--- config.mk ---
export PLATFORM = sky130hd
export DESIGN_NAME = lru_key_value_cache
export DESIGN_NICKNAME = d
export VERILOG_FILES = /design/src/design/lkv_pkg.sv /design/src/design/lkv_ram.sv /design/src/design/lru_key_value_cache.sv
export SDC_FILE = /design/constraint.sdc
export NUM_CORES = 2
export LEC_CHECK = 0
export BUFFER_PORTS_ARGS = -buffer_cell sky130_fd_sc_hd__buf_2
export CORE_ASPECT_RATIO = 0.5
export CORE_MARGIN = 1.5
export CORE_UTILIZATION = 25
export DETAILED_ROUTE_END_ITERATION = 10
export GPL_TIMING_DRIVEN = 1
export PLACE_DENSITY = 0.47
export SETUP_SLACK_MARGIN = 0.05
export SKIP_CTS_REPAIR_TIMING = 1
export SYNTH_ARGS = -nofsm -noshare
export SYNTH_HDL_FRONTEND = slang
export SYNTH_SLANG_ARGS = --single-unit
--- constraint.sdc ---
create_clock -name clk -period 7.56 [get_ports clk]
set_input_delay 1.512 -clock clk [delete_from_list [all_inputs] [get_ports clk]]
set_output_delay 1.512 -clock clk [all_outputs]
set_load 0.01 [all_outputs]
--- src/design/lkv_pkg.sv ---
`timescale 1ns / 1ps

package lkv_pkg;

    localparam int DATA_W = 32;
    localparam int CFG_W  = 5;

    localparam logic [CFG_W-1:0] CAP_RESET = 5'd16;

    // request opcodes
    localparam logic ACT_GET = 1'b0;
    localparam logic ACT_SET = 1'b1;

    typedef enum logic [3:0] {
        ST_IDLE  = 4'b0001,
        ST_SCAN  = 4'b0010,
        ST_VREAD = 4'b0100,
        ST_APPLY = 4'b1000
    } state_t;

endpackage

--- src/design/lkv_ram.sv ---
`timescale 1ns / 1ps

// simple dual-port RAM, one write, one registered read
module lkv_ram #(
    parameter int WIDTH = 32,
    parameter int DEPTH = 16
) (
    input  logic                                 clk,
    input  logic                                 we,
    input  logic [(DEPTH > 1 ? $clog2(DEPTH) : 1)-1:0] waddr,
    input  logic [WIDTH-1:0]                     wdata,
    input  logic [(DEPTH > 1 ? $clog2(DEPTH) : 1)-1:0] raddr,
    output logic [WIDTH-1:0]                     rdata
);

    logic [WIDTH-1:0] mem [DEPTH];

    always_ff @(posedge clk)
    begin
        if (we)
        begin
            mem[waddr] <= wdata;
        end
        rdata <= mem[raddr];
    end

endmodule

--- src/design/lru_key_value_cache.sv ---
`timescale 1ns / 1ps

// Fully associative key-value cache with least-recently-used replacement.
// A request is a get (action 0) or a set (action 1) of a 32-bit key; each
// request yields exactly one response with found, read_value, evicted and
// evicted_key. Keys and values live in two RAMs; valid bits, recency ranks
// (0 = most recent) and the fill count are flip-flops, so the store is
// empty right after reset and after every write of the capacity register,
// with no clearing pass. From acceptance to the response register a
// request passes through the scan, in which the single key comparator
// sweeps the key RAM one entry per cycle, then a read of the hit entry's
// value, then the store update, which waits while the output register
// still holds an unaccepted response. in_ready is high only between
// requests, so a new request is accepted only after the previous one
// has updated the store; a finished response may wait in the output
// register while the next request is accepted and scanned.
// A capacity of 0 behaves as 1, values above CAPACITY saturate to it.
// Write the capacity register only while no request is in flight.
module lru_key_value_cache
    import lkv_pkg::*;
#(
    parameter int CAPACITY = 16
) (
    input  logic                     clk,
    input  logic                     rst_n,

    input  logic                     cfg_write_en,
    input  logic [CFG_W-1:0]         cfg_write_data,

    input  logic                     in_valid,
    output logic                     in_ready,
    input  logic                     action,
    input  logic signed [DATA_W-1:0] key,
    input  logic signed [DATA_W-1:0] value,

    output logic                     out_valid,
    input  logic                     out_ready,
    output logic                     found,
    output logic signed [DATA_W-1:0] read_value,
    output logic                     evicted,
    output logic signed [DATA_W-1:0] evicted_key
);

    localparam int IW   = (CAPACITY > 1) ? $clog2(CAPACITY) : 1;
    localparam int RW   = IW;
    localparam int CNTW = $clog2(CAPACITY + 1);
    localparam int EW   = (CNTW > CFG_W) ? CNTW : CFG_W;
    localparam logic [IW-1:0] LAST = IW'(CAPACITY - 1);

    // sequencer
    state_t state_reg, state_next;
    logic [IW-1:0] scan_reg, scan_next;

    // latched request
    logic              act_reg;
    logic [DATA_W-1:0] key_reg;
    logic [DATA_W-1:0] val_reg;

    // scan results
    logic              hit_reg, hit_next;
    logic [IW-1:0]     hit_slot_reg, hit_slot_next;
    logic [RW-1:0]     hit_rank_reg, hit_rank_next;
    logic              any_reg, any_next;
    logic [IW-1:0]     best_idx_reg, best_idx_next;
    logic [RW-1:0]     best_rank_reg, best_rank_next;
    logic [DATA_W-1:0] best_key_reg, best_key_next;
    logic              free_found_reg, free_found_next;
    logic [IW-1:0]     free_idx_reg, free_idx_next;

    // store bookkeeping
    logic [CAPACITY-1:0] valid_reg, valid_next;
    logic [RW-1:0]       rank_reg [CAPACITY];
    logic [RW-1:0]       rank_next [CAPACITY];
    logic [CNTW-1:0]     count_reg, count_next;
    logic [CFG_W-1:0]    cap_reg;

    // response register
    logic              out_valid_reg;
    logic              found_reg;
    logic [DATA_W-1:0] read_value_reg;
    logic              evicted_reg;
    logic [DATA_W-1:0] evicted_key_reg;

    // RAM ports
    logic [IW-1:0]     key_raddr;
    logic [DATA_W-1:0] key_rdata;
    logic              key_we;
    logic [IW-1:0]     key_waddr;
    logic [DATA_W-1:0] val_rdata;
    logic              val_we;
    logic [IW-1:0]     val_waddr;

    logic              in_fire;
    logic              apply_go;
    logic [EW-1:0]     cap_eff;
    logic              do_evict;
    logic [IW-1:0]     ins_slot;
    logic              cur_valid;
    logic [RW-1:0]     cur_rank;

    assign in_ready = (state_reg == ST_IDLE);
    assign in_fire  = in_valid && in_ready;
    assign apply_go = (state_reg == ST_APPLY) && (!out_valid_reg || out_ready);

    // effective capacity: zero acts as one, saturate at CAPACITY
    always_comb
    begin
        if (cap_reg == '0)
        begin
            cap_eff = EW'(1);
        end
        else if (EW'(cap_reg) > EW'(CAPACITY))
        begin
            cap_eff = EW'(CAPACITY);
        end
        else
        begin
            cap_eff = EW'(cap_reg);
        end
    end

    assign do_evict = (EW'(count_reg) >= cap_eff);

    // lowest free slot once the victim has been dropped
    assign ins_slot = (do_evict && !(free_found_reg && (free_idx_reg < best_idx_reg)))
                      ? best_idx_reg : free_idx_reg;

    // key RAM read runs one entry ahead of the compare
    assign key_raddr = ((state_reg == ST_SCAN) && (scan_reg != LAST))
                       ? scan_reg + 1'b1 : '0;

    assign cur_valid = valid_reg[scan_reg];
    assign cur_rank  = rank_reg[scan_reg];

    // sequencer and scan tracking
    always_comb
    begin
        state_next      = state_reg;
        scan_next       = scan_reg;
        hit_next        = hit_reg;
        hit_slot_next   = hit_slot_reg;
        hit_rank_next   = hit_rank_reg;
        any_next        = any_reg;
        best_idx_next   = best_idx_reg;
        best_rank_next  = best_rank_reg;
        best_key_next   = best_key_reg;
        free_found_next = free_found_reg;
        free_idx_next   = free_idx_reg;

        case (state_reg)
            ST_IDLE:
            begin
                if (in_fire)
                begin
                    state_next      = ST_SCAN;
                    scan_next       = '0;
                    hit_next        = 1'b0;
                    hit_slot_next   = '0;
                    any_next        = 1'b0;
                    free_found_next = 1'b0;
                end
            end
            ST_SCAN:
            begin
                if (cur_valid && (key_rdata == key_reg))
                begin
                    hit_next      = 1'b1;
                    hit_slot_next = scan_reg;
                    hit_rank_next = cur_rank;
                end
                if (cur_valid && (!any_reg || (cur_rank > best_rank_reg)))
                begin
                    any_next       = 1'b1;
                    best_idx_next  = scan_reg;
                    best_rank_next = cur_rank;
                    best_key_next  = key_rdata;
                end
                if (!cur_valid && !free_found_reg)
                begin
                    free_found_next = 1'b1;
                    free_idx_next   = scan_reg;
                end
                if (scan_reg == LAST)
                begin
                    state_next = ST_VREAD;
                end
                else
                begin
                    scan_next = scan_reg + 1'b1;
                end
            end
            ST_VREAD:
            begin
                state_next = ST_APPLY;
            end
            ST_APPLY:
            begin
                if (apply_go)
                begin
                    state_next = ST_IDLE;
                end
            end
            default:
            begin
                state_next = ST_IDLE;
            end
        endcase
    end

    // store update at the end of a request
    always_comb
    begin
        valid_next = valid_reg;
        rank_next  = rank_reg;
        count_next = count_reg;
        key_we     = 1'b0;
        key_waddr  = ins_slot;
        val_we     = 1'b0;
        val_waddr  = ins_slot;

        if (apply_go)
        begin
            if (hit_reg)
            begin
                // promote: age the entries newer than the hit one
                for (int j = 0; j < CAPACITY; j++)
                begin
                    if (valid_reg[j] && (rank_reg[j] < hit_rank_reg))
                    begin
                        rank_next[j] = rank_reg[j] + 1'b1;
                    end
                end
                rank_next[hit_slot_reg] = '0;
                if (act_reg == ACT_SET)
                begin
                    val_we    = 1'b1;
                    val_waddr = hit_slot_reg;
                end
            end
            else if (act_reg == ACT_SET)
            begin
                for (int j = 0; j < CAPACITY; j++)
                begin
                    if (do_evict && (IW'(j) == best_idx_reg))
                    begin
                        valid_next[j] = 1'b0;
                    end
                    else if (valid_reg[j])
                    begin
                        rank_next[j] = rank_reg[j] + 1'b1;
                    end
                end
                valid_next[ins_slot] = 1'b1;
                rank_next[ins_slot]  = '0;
                if (!do_evict)
                begin
                    count_next = count_reg + 1'b1;
                end
                key_we = 1'b1;
                val_we = 1'b1;
            end
        end

        if (cfg_write_en)
        begin
            valid_next = '0;
            count_next = '0;
        end
    end

    always_ff @(posedge clk or negedge rst_n)
    begin
        if (!rst_n)
        begin
            state_reg     <= ST_IDLE;
            valid_reg     <= '0;
            count_reg     <= '0;
            cap_reg       <= CAP_RESET;
            out_valid_reg <= 1'b0;
            for (int j = 0; j < CAPACITY; j++)
            begin
                rank_reg[j] <= '0;
            end
        end
        else
        begin
            state_reg <= state_next;
            valid_reg <= valid_next;
            count_reg <= count_next;
            rank_reg  <= rank_next;
            if (cfg_write_en)
            begin
                cap_reg <= cfg_write_data;
            end
            if (apply_go)
            begin
                out_valid_reg <= 1'b1;
            end
            else if (out_ready)
            begin
                out_valid_reg <= 1'b0;
            end
        end
    end

    always_ff @(posedge clk)
    begin
        scan_reg       <= scan_next;
        hit_reg        <= hit_next;
        hit_slot_reg   <= hit_slot_next;
        hit_rank_reg   <= hit_rank_next;
        any_reg        <= any_next;
        best_idx_reg   <= best_idx_next;
        best_rank_reg  <= best_rank_next;
        best_key_reg   <= best_key_next;
        free_found_reg <= free_found_next;
        free_idx_reg   <= free_idx_next;
        if (in_fire)
        begin
            act_reg <= action;
            key_reg <= key;
            val_reg <= value;
        end
        if (apply_go)
        begin
            found_reg       <= hit_reg;
            read_value_reg  <= (hit_reg && (act_reg == ACT_GET)) ? val_rdata : '0;
            evicted_reg     <= !hit_reg && (act_reg == ACT_SET) && do_evict;
            evicted_key_reg <= (!hit_reg && (act_reg == ACT_SET) && do_evict)
                               ? best_key_reg : '0;
        end
    end

    lkv_ram #(
        .WIDTH (DATA_W),
        .DEPTH (CAPACITY)
    ) u_key_ram (
        .clk   (clk),
        .we    (key_we),
        .waddr (key_waddr),
        .wdata (key_reg),
        .raddr (key_raddr),
        .rdata (key_rdata)
    );

    lkv_ram #(
        .WIDTH (DATA_W),
        .DEPTH (CAPACITY)
    ) u_val_ram (
        .clk   (clk),
        .we    (val_we),
        .waddr (val_waddr),
        .wdata (val_reg),
        .raddr (hit_slot_reg),
        .rdata (val_rdata)
    );

    assign out_valid   = out_valid_reg;
    assign found       = found_reg;
    assign read_value  = read_value_reg;
    assign evicted     = evicted_reg;
    assign evicted_key = evicted_key_reg;

    // fill count tracks the valid bits
    a_count_matches_valid: assert property (@(posedge clk) disable iff (!rst_n)
        $countones(valid_reg) == int'(count_reg))
        else $error("fill count out of step with valid bits");

    a_count_bounded: assert property (@(posedge clk) disable iff (!rst_n)
        int'(count_reg) <= CAPACITY)
        else $error("fill count above capacity");

    // an accepted request starts its sweep at entry zero
    a_scan_start: assert property (@(posedge clk) disable iff (!rst_n)
        in_fire |=> (state_reg == ST_SCAN) && (scan_reg == '0))
        else $error("scan did not start at entry zero");

    // eviction only on a set miss
    a_evict_on_miss: assert property (@(posedge clk) disable iff (!rst_n)
        (out_valid && evicted) |-> !found)
        else $error("eviction reported on a hit");

    a_value_needs_hit: assert property (@(posedge clk) disable iff (!rst_n)
        (out_valid && (read_value != '0)) |-> found)
        else $error("read value on a miss");

endmodule
==> Word-level counts from Yosys, hierarchy flattened <==
Memories as Yosys holds them, arrays and structs flattened. A register that Yosys moved wholly into a read port is not among the register bits.
Index checks and enable logic that the tools add are counted.
{ "classes": {"addsub": 18, "muxes": 247, "bitwise_logic": 9, "reduce_logical": 72, "n_eq_ne": 31, "order_cmp": 28} }
{ "op_table": {"columns": ["cell", "count"], "rows": [
  ["2-to-1 mux 4 bit", 143],
  ["AND 64 bit", 2],
  ["2-to-1 mux 64 bit", 2],
  ["NOT 64 bit", 2],
  ["2-to-1 mux 1 bit", 80],
  ["adder 4 x 1 -> 4 bit (second input constant)", 17],
  ["< comparator 4 bit", 17],
  ["2-to-1 mux 16 bit", 4],
  ["logical AND 1 bit", 46],
  ["2-to-1 mux 5 bit", 7],
  ["demux 4 bit (select 4 bit)", 2],
  ["equality test 32 bit", 1],
  ["equality test 4 bit (first input constant)", 8],
  ["AND reduction 3 bit", 6],
  ["binary-select mux 4 bit (select 4 bit)", 1],
  ["equality test 3 x 4 -> 1 bit (first input constant)", 4],
  ["OR 16 bit", 1],
  ["one-hot mux 4 bit (2 select lines)", 2],
  ["one-hot mux 4 bit (4 select lines)", 1],
  ["greater-or-equal comparator 5 bit (second input constant)", 3],
  ["NOT 4 -> 5 bit", 3],
  ["< comparator 4 x 5 -> 1 bit (second input constant)", 2],
  ["< comparator 5 x 1 -> 1 bit (second input constant)", 2],
  ["!= test 2 x 1 -> 1 bit (second input constant)", 5],
  ["24 further kinds", 44]
]} }
{ "word_totals": {"elab_cells": 445, "inputBits": 75, "mem_bits_rw": 1024, "mem_count": 2, "output_inout_bits": 68, "reg_bits": 285} }
{ "mem_list": {"columns": ["memory", "depth", "width", "read_ports", "rd_clocked_by_memory_dff", "write_ports", "line_no", "rtl"], "rows": [
  ["u_key_ram.mem", 16, 32, 1, 1, 1, "lkv_ram.sv:16", "logic [WIDTH-1:0] mem [DEPTH];"],
  ["u_val_ram.mem", 16, 32, 1, 1, 1, "lkv_ram.sv:16", null]
]} }

==> Depth between registers and ports, before layout <==
{ "depth": {"ltp_word": 15, "depth_mapped": 18, "ltp_nobuf": 14} }

==> Hierarchy <==
Synthesis repeated with hierarchy kept, for this count alone.
{ "hier_totals": {"hier_cells": 2964, "area_unflattened_um2": 54826.3} }
{ "modules_own_cells": {"columns": ["mod", "seq_area_each_um2", "cells_each", "area_per_inst_um2", "n_inst"], "rows": [
  ["lkv_ram", 16015.4, 838, 19835.3, 2],
  ["lru_key_value_cache", 8085.3, 1288, 15155.8, 1]
]} }

==> Worst setup path after synthesis <==
No wires, ideal clock.
{ "synth_path": {"path_type": "register to register", "start": "register scan_reg[0]", "end": "register any_reg (enable)", "path_stages_with_launch": 15, "n_path_buf": 3, "setup_time_ns": 0.300, "synth_period_minus_slack_ns": 5.307, "path_slack_ns": 2.253, "required_ns": 7.260, "arrival_ns": 5.007, "path_cell_list": "edfxtp_1 buf_2 buf_2 clkbuf_1 mux4_2 a22oi_1 nand2_1 ha_1 nor2b_1 o21ai_0 nand2b_1 a21oi_1 a41o_1 a21oi_1 or2_1"} }
{ "synth_between": {"elab_chain_len": 9, "elab_cells_between_ends": 11, "cone_classes": "order compare (1); eq/ne (1); mux (5); bitwise (1); reduce/logical (3)"} }
{ "synth_rtl": {"columns": ["item", "line_no", "rtl"], "rows": [
  ["start, declared", "lru_key_value_cache.sv:52", "logic [IW-1:0] scan_reg, scan_next;"],
  ["start signal, assigned", "lru_key_value_cache.sv:308", "scan_reg <= scan_next;"],
  ["NOT 4 -> 5 bit (implied by the code)", "lru_key_value_cache.sv:133", "assign cur_rank = rank_reg[scan_reg];"],
  ["binary-select mux 4 bit (select 4 bit)", "lru_key_value_cache.sv:133", null],
  ["2-to-1 mux 4 bit (implied by the code) (2 in series)", "lru_key_value_cache.sv:133", null],
  ["net cur_rank[1]", "lru_key_value_cache.sv:99", "logic [RW-1:0] cur_rank;"],
  ["> comparator 4 bit", "lru_key_value_cache.sv:171", "if (cur_valid && (!any_reg || (cur_rank > best_rank_reg)))"],
  ["logical OR 1 bit", "lru_key_value_cache.sv:171", null],
  ["logical AND 1 bit", "lru_key_value_cache.sv:171", null],
  ["!= test 2 x 1 -> 1 bit (no source line)", null, null],
  ["AND reduction 3 bit (no source line)", null, null],
  ["end signal, assigned", "lru_key_value_cache.sv:312", "any_reg <= any_next;"],
  ["end, declared", "lru_key_value_cache.sv:63", "logic any_reg, any_next;"]
]} }
The timed path passes the listed nets, and every way through them passes these cells. The select of a mux whose other input is x is not followed.
A chain may end at the register's enable or synchronous reset.

==> Final worst setup path <==
{ "layout_path": {"start": "register best_idx_reg[2]", "end": "memory u_key_ram.mem[13][18] (enable)"} }
{ "layout_between": {"elab_chain_len": 5} }
{ "layout_rtl": {"columns": ["item", "line_no", "rtl"], "rows": [
  ["start, declared", "lru_key_value_cache.sv:64", "logic [IW-1:0] best_idx_reg, best_idx_next;"],
  ["start signal, assigned", "lru_key_value_cache.sv:313", "best_idx_reg <= best_idx_next;"],
  ["< comparator 4 bit", "lru_key_value_cache.sv:125", "assign ins_slot = (do_evict && !(free_found_reg && (free_idx_reg < best_idx_reg)))"],
  ["logical AND 1 bit", "lru_key_value_cache.sv:125", null],
  ["logical NOT 1 bit", "lru_key_value_cache.sv:125", null],
  ["logical AND 1 bit", "lru_key_value_cache.sv:125", null],
  ["2-to-1 mux 4 bit *", "lru_key_value_cache.sv:126", "? best_idx_reg : free_idx_reg;"],
  ["end, declared", "lkv_ram.sv:16", null]
]} }
Mark *: on every way between the ends. The rest lies on a longest branch, timed or not.

==> metrics.md <==
| Metric | Value |
|---|---|
| Vias in the first global route | 33,300 |
| Layout cells sized above 1 | 17.6% |
| Worst-margin pin slew | 1.30 ns |
| 1st-iter DRT viols | 2,579 |
| Avg WL per Cell | 22.0 um |
| Post-Synth Adder-Cell Area | 1.73% |
| Synthesized area | 56,400 um2 |
| Largest net degree at the start of global routing | 172 |
| Critical path type | reg2reg |
| Power, Total | 19,000 uW |
| Die Area | 229,000 um2 |
| Clock sinks | 1,373 |
| Total negative slack | 0 ns |
| Total DRC errors in the routed layout | 0 |
| Setup crit end kind | register |
| Mapped Nets | 3,788 |
| Hold path start | u_key_ram.rdata[24] |
| Synth async-reset ratio | 6.92% |
| Slew Viols, Final | 0 |
| Met3 routed WL | 7.11 mm |
| PortBufs | 142 |
| Endpoints failing setup | 0 |
| First-pass GRT wire length | 225 mm |
| Hold Path Class | reg2reg |
| Hold Crit Depth | 0 |
| Vias | 32,500 |
| Largest family of logic cells by synthesized area | simple AND/OR/NAND/NOR gates |
| Synthesis-stage register bit count | 1,373 |
| Met1 WL | 67.5 mm |
| Hold Vio Cnt, Final | 0 |
| Hold Path End | best_key_reg[24] |
| Place WS | 2.89 ns |
| XOR/XNOR share of the synthesized area | 0.637% |
| Clock slew at reported path FFs | 0.06 ns |
| Reg-to-Reg Start | best_idx_reg[2] |
| Most common cell after layout, fill and taps aside | edfxtp_1 |
| CP startpoint kind | register |
| Synth Flop Type | edfxtp_1 |
| Crit share post-route | 63.3% |
| Number of CTS-inserted buffers | 148 |
| CP required | 7.91 ns |
| PwrDens | 291 nW/um2 |
| Dpl hpwl | 88.8 mm |
| Critical path cell sequence | inv_1 > ha_1 > o211ai_1 > o2111ai_1 > nand2_1 > buf_4 > nor2_1 > o21ai_1 > nor2_4 |
| CP max FO | 32 |
| Synth Area in Simple Gates | 9.64% |
| Ports | 143 |
| Seq/Total Area, Yosys | 71.1% |
| R2R depth | 9 |
| Routed WL | 152 mm |
| Flop2flop setup slack | 2.77 ns |
| Worst setup margin | 2.77 ns |
| Grt total ovfl | 0 |
| Crit-path max cell delay | 1.08 ns |
| Library cells used by synthesis | 84 |
| Status | complete, no violations |
| Core area | 225,000 um2 |
| Commonest cells after routing, fill and taps aside | edfxtp_1, nand2_1, nand3_1, mux4_2, nand2b_1 |
| Antenna violations before repair | 6 |
| Avg Vias per Cell | 4.72 |
| Diode count | 0 |
| Antenna Violating Nets Remaining | 0 |
| Static Leak | 0.0213 uW |
| F_max | 0.209 GHz |
| Htree depth | 4 |
| Worst path slowest cell | nor2_4 |
| Worst EP arrival | 5.14 ns |
| Row cnt | 123 |
| Die width | 675 um |
| Avg Cell Area, Syn | 15.5 um2 |
| Final min period | 4.79 ns |
| Initial core utilization | 25.1% |
| Die Span Y | 339 um |
| Area grow syn2layout | 15.8% |
| Post-synthesis mux area share | 7.55% |
| Top sig layer | met5 |
| Yosys warnings | 0 |
| CTS tree | done |
| Cell count after synthesis | 3,635 |
| DRT Pass-1 Iters | 6 |
| WL met2 | 73.7 mm |
| Layout Nets | 3,945 |
| Peak supply drop | 0.214 mV |
| RSZ-0062 raised after global routing | false |
| Worst skew pair latency | 0.79 ns |
| FF-to-FF End | u_key_ram.mem[13][18] |
| Compound-cell area share of the yosys netlist | 7.35% |
| GPL Wtd Cong | 0.822 |
| EDFF count, synth | 1,214 |
| Tot GR Track Use | 13.0% |
| Clock buffer depth | 4 |
| Rel. slew slack | 13.4% |
| Final Skew | 0.0606 ns |
| CTS root buf | clkbuf_16 |
| Max_cap viols | 0 |
final cells by class:
type                    instances  area, um2
clock inverters                61        536
flip-flops and latches       1373      40100
repair buffers                216       1320
multi-input cells            2001      15400
fillers                     22300     159000
inverters                      52        205
well taps                    3000       3750
clock buffers                 190       3930
synthesized netlist by cell type, types with 15 or more instances:
| library cell | instances | share of area (%) |
|---|---|---|
| edfxtp_1 | 1214 | 65 |
| nand2_1 | 348 | 2.3 |
| nand3_1 | 286 | 2.5 |
| mux4_2 | 173 | 6.9 |
| nand2b_1 | 168 | 1.9 |
| o311ai_0 | 128 | 2.0 |
| clkbuf_1 | 116 | 0.77 |
| nor2_1 | 115 | 0.77 |
| a21oi_1 | 106 | 0.94 |
| dfrtp_1 | 93 | 4.1 |
| ha_1 | 78 | 1.7 |
| and2_1 | 73 | 0.81 |
| a31oi_1 | 65 | 0.72 |
| dfxtp_1 | 64 | 2.3 |
| buf_2 | 62 | 0.55 |
| inv_1 | 51 | 0.34 |
| o21ai_0 | 50 | 0.44 |
| xor2_1 | 38 | 0.59 |
| nor3_1 | 32 | 0.28 |
| nor2b_1 | 25 | 0.28 |
| a21o_1 | 23 | 0.31 |
| a211oi_1 | 19 | 0.25 |
| o21ai_1 | 19 | 0.17 |
| buf_1 | 18 | 0.12 |
| mux2_2 | 17 | 0.34 |
| mux2i_1 | 17 | 0.30 |
| o31ai_1 | 15 | 0.20 |
cells by family after synthesis:
group | Yosys count
flops | 1373
simple gates | 1108
compound gates | 567
buf+inv | 261
mux | 207
fa+ha+maj | 78
xor+xnor | 41
worst max-delay path, delay by kind of cell, from the launching register on:
kind / cells / cell delay, ns
compound gates: 3 / 1.25
buf+inv: 2 / 0.52
fa+ha+maj: 1 / 0.33
flops: 1 / 0.50
simple gates: 3 / 1.74
routing by layer:
layer	global-route usage, %	vias to the layer above
li1	-	14500
met1	17.5	16800
met2	21.9	899
met3	2.01	242
met4	3.15	2
met5	0	-
where the power goes:
part	switching, uW	total, uW	internal [uW]
clock network	2950	6890	3940
registers	553	9470	8910
logic	1720	2680	956
per-stage QoR:
stage	std cells	hold WS [ns]	utilization, %	cell area (um2)
final	6893	0.440	29.1	65300
after global routing	6893	0.464	29.1	65300
after CTS	6893	0.452	29.1	65300
after detailed placement	6642	0.441	27.1	60800
after global placement	6642	0.439	27.1	60800
after floorplan	3635	0.424	-	56400
how the worst max path moves through the flow:
stage / depth (start not counted) / startpoint / endpoint / slack, ns
2_1_floorplan: 14 / scan_reg[0] / any_reg / 2.25
3_3_place_gp: 9 / out_ready / u_val_ram.mem[1][17] / 3.02
3_5_place_dp: 9 / best_idx_reg[3] / u_key_ram.mem[13][12] / 2.89
4_1_cts: 9 / best_idx_reg[2] / u_key_ram.mem[13][18] / 2.86
5_1_grt: 9 / best_idx_reg[3] / u_key_ram.mem[13][18] / 2.47
6_report: 9 / best_idx_reg[2] / u_key_ram.mem[13][18] / 2.77
No activity file was read; power rests on OpenSTA's default activity.
